[src/rtl/core/byte_ring_fifo_burst_unit_macros.svh]
// Assertion helpers; expect clk and rst in scope.
`ifndef BYTE_RING_FIFO_BURST_UNIT_MACROS_SVH
`define BYTE_RING_FIFO_BURST_UNIT_MACROS_SVH

// Same-cycle implication.
`define BRFB_ASSERT_NOW(label, ante, cons, msg) \
  label: assert property (@(posedge clk) disable iff (rst) (ante) |-> (cons)) \
    else $error(msg);

// Next-cycle implication.
`define BRFB_ASSERT_NEXT(label, ante, cons, msg) \
  label: assert property (@(posedge clk) disable iff (rst) (ante) |=> (cons)) \
    else $error(msg);

`endif

[src/rtl/core/brfb_pkg.sv]
package brfb_pkg;

  localparam int LANES      = 8;
  localparam int LANE_W     = 3;
  localparam int SIZE_W     = 16;
  localparam int CFG_IDX_W  = 2;
  localparam int CFG_DATA_W = 16;

  localparam logic [1:0] FUNC_PUT   = 2'd0;
  localparam logic [1:0] FUNC_GET   = 2'd1;
  localparam logic [1:0] FUNC_INVAL = 2'd2;
  localparam logic [1:0] FUNC_DMA   = 2'd3;

  localparam logic [1:0] STATUS_OK    = 2'd0;
  localparam logic [1:0] STATUS_FULL  = 2'd1;
  localparam logic [1:0] STATUS_UNDER = 2'd2;

  localparam logic [CFG_IDX_W-1:0] CFG_SIZE_LOG2 = 2'd0;
  localparam logic [CFG_IDX_W-1:0] CFG_DMA_STEP  = 2'd1;

  typedef struct packed {
    logic [1:0]  func;
    logic [3:0]  burst_len;
    logic [63:0] data_in;
  } item_t;

  typedef struct packed {
    logic [63:0] data_out;
    logic [8:0]  count;
    logic [1:0]  status;
    logic [8:0]  filled;
    logic [31:0] total_written;
    logic [31:0] total_read;
  } result_t;

endpackage

[src/rtl/core/brfb_ram.sv]
module brfb_ram #(
  parameter int DEPTH = 256
) (
  input  logic                     clk,
  input  logic                     we,
  input  logic [$clog2(DEPTH)-1:0] waddr,
  input  logic [7:0]               wdata,
  input  logic [$clog2(DEPTH)-1:0] raddr,
  output logic [7:0]               rdata
);

  logic [7:0] mem [DEPTH];

  always_ff @(posedge clk) begin
    if (we) begin
      mem[waddr] <= wdata;
    end
  end

  always_ff @(posedge clk) begin
    rdata <= mem[raddr];
  end

endmodule

[src/rtl/core/byte_ring_fifo_burst_unit.sv]
// Channel  | Signals                          | Direction
// item     | item_valid, item_stall, item     | in, stall out
// result   | result_valid, result_stall, result | out, stall in
// cfg      | cfg_valid, cfg_ready, cfg_index, cfg_data | in, ready out
//
// Put of n bytes: one byte per cycle through the single RAM write port.
// Get of n bytes: one byte per cycle through the registered RAM read port.
// Empty or rejected put, empty get, invalidate: decide, finish; DMA: add, compare, finish.
// Synchronous reset; storage is not cleared and needs no clearing pass.
// item_stall is high while a word is in work; a stalled result waits in its own register.
`include "byte_ring_fifo_burst_unit_macros.svh"

module byte_ring_fifo_burst_unit
  import brfb_pkg::*;
#(
  parameter int DEPTH = 256,
  parameter int BURST = 8
) (
  input  logic                  clk,
  input  logic                  rst,
  input  logic                  item_valid,
  output logic                  item_stall,
  input  item_t                 item,
  output logic                  result_valid,
  input  logic                  result_stall,
  output result_t               result,
  input  logic                  cfg_valid,
  output logic                  cfg_ready,
  input  logic [CFG_IDX_W-1:0]  cfg_index,
  input  logic [CFG_DATA_W-1:0] cfg_data
);

  localparam int AW       = $clog2(DEPTH);
  localparam int DEPTH_LG = $clog2(DEPTH + 1) - 1;
  localparam logic [3:0] LEN_MAX = 4'(BURST);

  typedef enum logic [2:0] {
    S_IDLE, S_DECIDE, S_PUT, S_GET, S_GET_TAIL, S_DMA, S_FINISH
  } state_t;

  function automatic logic [SIZE_W-1:0] size_of(input logic [3:0] lg);
    logic [3:0] lg_c;
    lg_c = (lg == 4'd0) ? 4'd1 : lg;
    if (int'(lg_c) > DEPTH_LG) begin
      lg_c = 4'(DEPTH_LG);
    end
    return SIZE_W'(1) << lg_c;
  endfunction

  state_t            state;
  logic [1:0]        func_q;
  logic [3:0]        len_q;
  logic [3:0]        n_q;
  logic [63:0]       data_q;
  logic [63:0]       acc;
  logic [LANE_W-1:0] idx;
  logic [LANE_W-1:0] rd_pos;
  logic              rd_pend;
  logic [8:0]        count_q;
  logic [1:0]        status_q;
  logic [31:0]       wc;
  logic [31:0]       rc;
  logic [31:0]       wtot;
  logic [31:0]       rtot;
  logic [31:0]       dpos;
  logic [15:0]       dma_step;
  logic [SIZE_W-1:0] size;
  logic [AW-1:0]     mask;

  logic [31:0]       filled32;
  logic [SIZE_W-1:0] space;
  logic [3:0]        n_next;
  logic [8:0]        filled_sat;
  logic [31:0]       base;
  logic [AW-1:0]     addr;
  logic              idx_last;
  logic [7:0]        rdata;

  assign filled32   = wc - rc;
  assign space      = (filled32 >= {16'b0, size}) ? '0 : size - filled32[SIZE_W-1:0];
  assign n_next     = ({28'b0, len_q} < filled32) ? len_q : filled32[3:0];
  assign filled_sat = (|filled32[31:9]) ? 9'h1FF : filled32[8:0];
  assign base       = (state == S_PUT) ? wc : rc;
  assign addr       = (base[AW-1:0] + AW'(idx)) & mask;
  assign idx_last   = (4'({1'b0, idx}) + 4'd1) == ((state == S_PUT) ? len_q : n_q);

  assign item_stall = (state != S_IDLE);
  assign cfg_ready  = 1'b1;

  brfb_ram #(.DEPTH(DEPTH)) u_ram (
    .clk   (clk),
    .we    (state == S_PUT),
    .waddr (addr),
    .wdata (data_q[7:0]),
    .raddr (addr),
    .rdata (rdata)
  );

  always_ff @(posedge clk) begin
    if (rst) begin
      state        <= S_IDLE;
      result_valid <= 1'b0;
      rd_pend      <= 1'b0;
      wc           <= '0;
      rc           <= '0;
      wtot         <= '0;
      rtot         <= '0;
      dpos         <= '0;
      dma_step     <= '0;
      size         <= size_of(4'd8);
      mask         <= AW'(size_of(4'd8) - SIZE_W'(1));
    end else begin
      if (cfg_valid && cfg_ready) begin
        unique case (cfg_index)
          CFG_SIZE_LOG2: begin
            size <= size_of(cfg_data[3:0]);
            mask <= AW'(size_of(cfg_data[3:0]) - SIZE_W'(1));
          end
          CFG_DMA_STEP: dma_step <= cfg_data;
          default: ;
        endcase
      end

      if (result_valid && !result_stall && state != S_FINISH) begin
        result_valid <= 1'b0;
      end

      if (rd_pend) begin
        acc[{rd_pos, 3'b000} +: 8] <= rdata;
      end

      unique case (state)
        S_IDLE: begin
          if (item_valid) begin
            func_q   <= item.func;
            len_q    <= (item.burst_len > LEN_MAX) ? LEN_MAX : item.burst_len;
            data_q   <= item.data_in;
            acc      <= '0;
            count_q  <= '0;
            status_q <= STATUS_OK;
            idx      <= '0;
            state    <= S_DECIDE;
          end
        end
        S_DECIDE: begin
          unique case (func_q)
            FUNC_PUT: begin
              if (len_q == 4'd0) begin
                state <= S_FINISH;
              end else if ({12'b0, len_q} > space) begin
                status_q <= STATUS_FULL;
                state    <= S_FINISH;
              end else begin
                count_q <= space[8:0];
                state   <= S_PUT;
              end
            end
            FUNC_GET: begin
              n_q   <= n_next;
              state <= (n_next == 4'd0) ? S_FINISH : S_GET;
            end
            FUNC_INVAL: begin
              rc    <= wc;
              state <= S_FINISH;
            end
            FUNC_DMA: begin
              dpos  <= dpos + {17'b0, dma_step[15:1]};
              state <= S_DMA;
            end
            default: state <= S_FINISH;
          endcase
        end
        S_PUT: begin
          data_q <= {8'b0, data_q[63:8]};
          idx    <= idx + LANE_W'(1);
          if (idx_last) begin
            wc    <= wc + {28'b0, len_q};
            wtot  <= wtot + {28'b0, len_q};
            state <= S_FINISH;
          end
        end
        S_GET: begin
          rd_pend <= 1'b1;
          rd_pos  <= idx;
          idx     <= idx + LANE_W'(1);
          if (idx_last) begin
            state <= S_GET_TAIL;
          end
        end
        S_GET_TAIL: begin
          rd_pend <= 1'b0;
          rc      <= rc + {28'b0, n_q};
          rtot    <= rtot + {28'b0, n_q};
          count_q <= {5'b0, n_q};
          state   <= S_FINISH;
        end
        S_DMA: begin
          if (dpos < wc) begin
            rc <= dpos;
          end else begin
            rc       <= wc;
            status_q <= STATUS_UNDER;
          end
          state <= S_FINISH;
        end
        S_FINISH: begin
          if (!result_valid || !result_stall) begin
            result.data_out      <= acc;
            result.count         <= count_q;
            result.status        <= status_q;
            result.filled        <= filled_sat;
            result.total_written <= wtot;
            result.total_read    <= rtot;
            result_valid         <= 1'b1;
            state                <= S_IDLE;
          end
        end
        default: state <= S_IDLE;
      endcase
    end
  end

  `BRFB_ASSERT_NOW(a_put_idx, state == S_PUT, 4'({1'b0, idx}) < len_q, "put lane past burst")
  `BRFB_ASSERT_NEXT(a_busy_after_take, item_valid && !item_stall, state != S_IDLE, "no work after take")
  `BRFB_ASSERT_NOW(a_full_zero, result_valid && result.status == STATUS_FULL, result.count == 9'd0, "rejected put with count")
  `BRFB_ASSERT_NOW(a_rd_pend, rd_pend, state == S_GET || state == S_GET_TAIL, "stray read capture")

endmodule

[config.mk]
export PLATFORM = sky130hd
export DESIGN_NAME = byte_ring_fifo_burst_unit
export DESIGN_NICKNAME = d
export VERILOG_FILES = /design/src/rtl/core/brfb_pkg.sv /design/src/rtl/core/brfb_ram.sv /design/src/rtl/core/byte_ring_fifo_burst_unit.sv
export VERILOG_INCLUDE_DIRS = /design/src /design/src/rtl/core
export SDC_FILE = /design/constraint.sdc
export NUM_CORES = 2
export LEC_CHECK = 0
export BUFFER_PORTS_ARGS = -buffer_cell sky130_fd_sc_hd__buf_2
export CORE_ASPECT_RATIO = 1.75
export CORE_MARGIN = 10
export CORE_UTILIZATION = 47
export CTS_BUF_LIST = sky130_fd_sc_hd__clkbuf_4 sky130_fd_sc_hd__clkbuf_8 sky130_fd_sc_hd__clkbuf_16
export CTS_CLUSTER_SIZE = 16
export DETAILED_ROUTE_END_ITERATION = 6
export SLEW_MARGIN = 20
export SYNTH_ARGS = -nofsm -noshare
export SYNTH_HDL_FRONTEND = slang
export SYNTH_SLANG_ARGS = --single-unit
[constraint.sdc]
create_clock -name clk -period 20.7 [get_ports clk]
set_input_delay 1.035 -clock clk [delete_from_list [all_inputs] [get_ports clk]]
set_output_delay 1.035 -clock clk [all_outputs]
set_load 0.02 [all_outputs]
### After elaboration in Yosys (flattened, before gate mapping)

Memory sizes are Yosys's and may differ from the RTL's. A register that Yosys moved wholly into a read port is not among the register bits.
Cells that the tools add are included.

| word-level totals | value |
|---|---|
| register bits after elaboration | 508 |
| memory bits (writable) | 2048 |
| input bits | 93 |
| output and inout bits | 151 |
| logic and storage cells | 153 |
| memories | 1 |

Memory list:

| name | words | width | read ports | clocked after Yosys merged registers in | wr ports | RTL line | text |
|---|---|---|---|---|---|---|---|
| u_ram.mem | 256 | 8 | 1 | 1 | 1 | brfb_ram.sv:12 | `logic [7:0] mem [DEPTH];` |

| operators by class | value |
|---|---|
| add/sub/neg operators | 12 |
| $lt $le $gt $ge | 6 |
| equal/unequal tests | 22 |
| shift-type cells | 3 |
| mux-type cells | 46 |
| bitwise operators | 2 |
| reductions and logical operators | 35 |

Operators with widths:

| kind | number |
|---|---|
| $mux W64 | 4 |
| $add A32 B4 Y32 | 4 |
| $pmux W64 S2 | 1 |
| $pmux W32 S3 | 1 |
| $bwmux W64 | 1 |
| $mux W32 | 2 |
| $shift A8 B8 Y64 const A | 1 |
| $shiftx A8 B8 Y64 | 1 |
| $mux W9 | 4 |
| $add A32 B15 Y32 | 1 |
| $ge A32 B16 Y1 | 1 |
| $lt A32 B32 Y1 | 1 |
| $lt A4 B32 Y1 | 1 |
| $sub A32 B32 Y32 | 1 |
| $mux W4 | 7 |
| $pmux W9 S3 | 1 |
| $mux W3 | 8 |
| $reduce_or A23 Y1 | 1 |
| $ne A2 B2 Y1 const B | 10 |
| $pmux W3 S6 | 1 |
| $gt A4 B16 Y1 | 1 |
| $mux W16 | 1 |
| $shl A1 B4 Y16 const A | 1 |
| $sub A16 B16 Y16 | 1 |
| 36 further kinds | 70 |

### Longest topological paths before layout

| logic depth | value |
|---|---|
| word-level depth | 9 |
| gate-level depth with buffers | 27 |
| depth with buffers taken out | 27 |

### By module

Synthesis repeated with hierarchy kept, for this count alone.

| unflattened totals | value |
|---|---|
| cells, all modules | 6412 |
| area total of the unflattened synthesis | 105960.4 um2 |

Modules (own cells, without submodules):

| module | times used | cells each | area each (um2) | seq. area each (um2) |
|---|---|---|---|---|
| brfb_ram | 1 | 3733 | 79556.3 | 61659.1 |
| byte_ring_fifo_burst_unit | 1 | 2679 | 26404.1 | 13162.6 |

### Worst setup path before layout

Ideal clock, no wire load.

| timing path | value |
|---|---|
| path kind | input to register |
| start point | in rst |
| end point | reg result[0] (netlist name), enable pin |
| library setup time | 867 ps |
| arrival time | 12208 ps |
| data required time | 19833 ps |
| setup slack | 7625 ps |
| stages | 3 |
| buffers on the path | 2 |
| path through | clkbuf_1 > clkbuf_1 > nor3b_1 |

| between the ends | value |
|---|---|
| cells in the longest elaborated chain, start to end | 2 |

RTL lines:

| what | RTL line | text |
|---|---|---|
| from (decl) | byte_ring_fifo_burst_unit.sv:20 | `input logic rst,` |
| $not A1 Y1 (no source line) | -- |  |
| $reduce_and A3 Y1 (no source line) | -- |  |
| to (decl) | byte_ring_fifo_burst_unit.sv:26 | `output result_t result,` |

No other way between the ends.
A chain may end at the register's enable or synchronous reset.

### Worst setup path after layout

| timing path | value |
|---|---|
| start point | reg state[1] |
| end point | reg u_ram.rdata[1], read port of u_ram.mem |

| between the ends | value |
|---|---|
| cells in the longest elaborated chain, start to end | 4 |

RTL lines:

| what | RTL line | text |
|---|---|---|
| from (decl) | byte_ring_fifo_burst_unit.sv:50 | `state_t state;` |
| from (signal assigned) | byte_ring_fifo_burst_unit.sv:160 | `state <= (n_next == 4'd0) ? S_FINISH : S_GET;` |
| $eq A3 B2 Y1 | byte_ring_fifo_burst_unit.sv:83 | `assign base = (state == S_PUT) ? wc : rc;` |
| $mux W8 | byte_ring_fifo_burst_unit.sv:83 |  |
| $add A8 B3 Y8 | byte_ring_fifo_burst_unit.sv:84 | `assign addr = (base[AW-1:0] + AW'(idx)) & mask;` |
| $and A8 B8 Y8 | byte_ring_fifo_burst_unit.sv:84 |  |
| to (decl) | brfb_ram.sv:9 | `output logic [7:0] rdata` |

No other way between the ends.

==> impl_metrics.json <==
{
  "num_vias": 60004,
  "crit_path_end": "u_ram.rdata[1]",
  "cp_common_cell": "buf_4",
  "clk_latency_ps": 920,
  "post_drt_wl_per_cell_microns": 29.5,
  "dp_hpwl_mm": 192,
  "crit_slowest_cell": "buf_4",
  "gr-total-overflow": 0,
  "hold_viol_final": 0,
  "fillers": 18190,
  "cp.depth": 18,
  "required_ps": 21410,
  "max_stage_delay_ps": 790,
  "ys_top_cells_by_count": "edfxtp_1, nand2_1, nor2_1",
  "cp_data_arrival_time_ps": 8550,
  "syn2layout_area_growth_pct": 11.4,
  "synth-seq-cells": 2562,
  "design.die.area_sq_um": 246000,
  "synth_edf_count": 2351,
  "synth_seq_area_share_pct": 70.5,
  "start_util_pct": 47.3,
  "total_power_w": 0.0142,
  "ant_nets": 0,
  "r2r-end": "u_ram.rdata[1]",
  "regToRegSetupSlack_ps": 12860,
  "antenna_found_initial": 12,
  "synth-main-ff-cell": "edfxtp_1",
  "grt_pass1_wl_mm": 429,
  "drv_slew": 0,
  "dr.pass1.iters": 6,
  "path_max_fanout": 53,
  "finalCritPeriodShare_pct": 37.9,
  "p_per_area_nw_per_um2": 120,
  "rr_worst_depth": 18,
  "ir_drop_mv": 0.102,
  "routed_wl_mm": 296,
  "yosysTopAreaCell": "edfxtp_1",
  "tritoncts.num_buffers": 227,
  "coreArea_sq_um": 224000,
  "drive_gt1_share_pct": 19.1,
  "cp_num_buf_inv": 6,
  "p_sw_share_pct": 32.2,
  "track_usage_pct": 23.7,
  "synth_cells": 6697,
  "power.switching_w": 0.00456,
  "grt_pass1_vias": 62005,
  "hold_class": "in -> reg",
  "leakage_nw": 39.2,
  "cp-start-kind": "flip-flop",
  "crit_start": "state[1]",
  "crit_path_end_kind": "flip-flop",
  "status": "complete, no violations",
  "r2r_start": "state[1]",
  "cts-root-buf": "clkbuf_16",
  "sequentialPowerShare_pct": 43.7,
  "nNetsFinal": 7159,
  "die_h_microns": 649,
  "synth_most_common_cell": "edfxtp_1",
  "setup_tns_ps": 0,
  "die_w_microns": 379,
  "p_int_w": 0.00962,
  "rows": 230,
  "port_buffers": 242,
  "drc_errors": 0,
  "netlist.area_leader.share_pct": 66.5,
  "slew_headroom_pct": 20.2,
  "cap_violations": 0,
  "post_cts_resize_count": 0,
  "crit_type": "reg -> reg",
  "viasPerCell": 5.99,
  "yosysWarningCount": 0,
  "finClkSkew_ps": 80.1,
  "htreeDepth": 4,
  "ctsHoldBuffers": 0,
  "drt_iter0_drc": 5047,
  "place_congestion": 0.915,
  "clock.fmax_mhz": 128,
  "crit_family": "buffers and inverters",
  "setup_viol": 0,
  "synth.avg_cell_area_sq_um": 15.8,
  "comb_power_share_pct": 26.6,
  "cts.sink_count": 2562,
  "tightest_slew_ps": 1200,
  "cts_setup_buffers": 0,
  "p_clk_share_pct": 29.7,
  "rsz0062_at_grt": "no",
  "crit_chain": "or3b_4, o21ai_0, ha_1, inv_1, fa_1, nor2b_4, buf_4, buf_4, buf_4, buf_4, buf_4, mux4_2, nand2_1, and3_1, a211oi_2, or4_1, nor3_1, nand4_1",
  "grt_max_degree": 197,
  "synthArstFlopShare_pct": 0,
  "synth.area.top_cells": "edfxtp_1, mux4_2, dfxtp_1, nand2_1, nor2_1",
  "whs_path_depth": 1,
  "ys_types": 96,
  "io_pins": 244,
  "cts_tree": "built",
  "netlist_area_sq_um": 106000,
  "layout_min_cycle_time_ps": 7840,
  "clock_path_buffers": 4,
  "clk_pin_slew_worst_paths_ps": 70
}
==> state kept, by name, indices dropped and copies added (netlist names), 16 cells and up <==
name and count:
u_ram.mem 2048, result 148, acc 64, data_q 64
dpos 32, rc 32, rtot 32, wc 32
wtot 32, size 16
==> power by group through the flow <==
stage / sequential [W] / clock [W] / combinational [W]
after floorplan: 0.00641 / 0 / 0.00222
after global placement: 0.00631 / 0 / 0.00372
after detailed placement: 0.00631 / 0 / 0.00378
after CTS: 0.00620 / 0.00427 / 0.00379
after global routing: 0.00620 / 0.00446 / 0.00401
final: 0.00620 / 0.00421 / 0.00378
==> how the worst min path moves through the flow <==
| stage | start | end | slack [ps] |
|---|---|---|---|
| finish | item[69] | func_q[1] | 350 |
| detailed placement | count_q[3] | result[78] | 410 |
| global placement | status_q[0] | result[73] | 410 |
| CTS | item[68] | func_q[0] | 300 |
| global route | item[69] | func_q[1] | 330 |
| floorplan | status_q[0] | result[73] | 400 |
==> layer usage <==
| layer | track usage, % | part of all wire, % |
|---|---|---|
| met1 | 26.5 | 35 |
| met5 | 0 | 0 |
| met3 | 2.88 | 5.2 |
| met2 | 42.3 | 52 |
| met4 | 15.5 | 7.7 |
==> cells by family (layout without fill, tap and decap cells) <==
family / Yosys count / count (layout) / synth area share, %
buffers and inverters: 518 / 920 / 1.92
adders and majority gates: 146 / 146 / 1.78
AOI/OAI and AO/OA: 631 / 631 / 4.09
xor gates and xnor gates: 160 / 160 / 1.32
DFF: 2562 / 2562 / 70.5
muxes: 613 / 613 / 11.8
other: 1 / 19 / 0.00353
and+or+nand+nor: 2066 / 2066 / 8.53
==> through the flow <==
stage | hold WS [ps] | cells | area, sq um | setup WS, ps | utilization [%]
finish | 347 | 10017 | 118000 | 12860 | 52.6
global route | 332 | 10014 | 118000 | 12650 | 52.6
CTS | 302 | 9999 | 118000 | 12850 | 52.6
detailed placement | 413 | 9590 | 111000 | 12900 | 49.4
global placement | 410 | 9583 | 111000 | 12820 | 49.3
floorplan | 400 | 6698 | 106000 | 7620 | -
==> cell usage in the layout, fill, tap and decap left out, types with 118 or more instances in the layout <==
cell type  instances
o21ai_0          118
nand2_1          884
dfxtp_1          208
nand3_1          221
a21oi_1          150
ha_1             138
inv_1            140
mux4_2           512
edfxtp_1        2351
clkbuf_16        229
buf_2            241
nor2_1           539
==> area by class of cell <==
cell class / instances / area [sq um] / area share [%]
antenna: 17 / 42.5 / 0.0360
sequential: 2562 / 74800 / 63.3
inverter: 142 / 533 / 0.451
timing repair buffer: 369 / 2310 / 1.96
clock inverter: 122 / 1050 / 0.889
multi-input combinational: 3618 / 29600 / 25.0
clock buffer: 287 / 6190 / 5.24
tap: 2900 / 3630 / 3.07
Note: power is estimated with default switching activity, not from simulation.
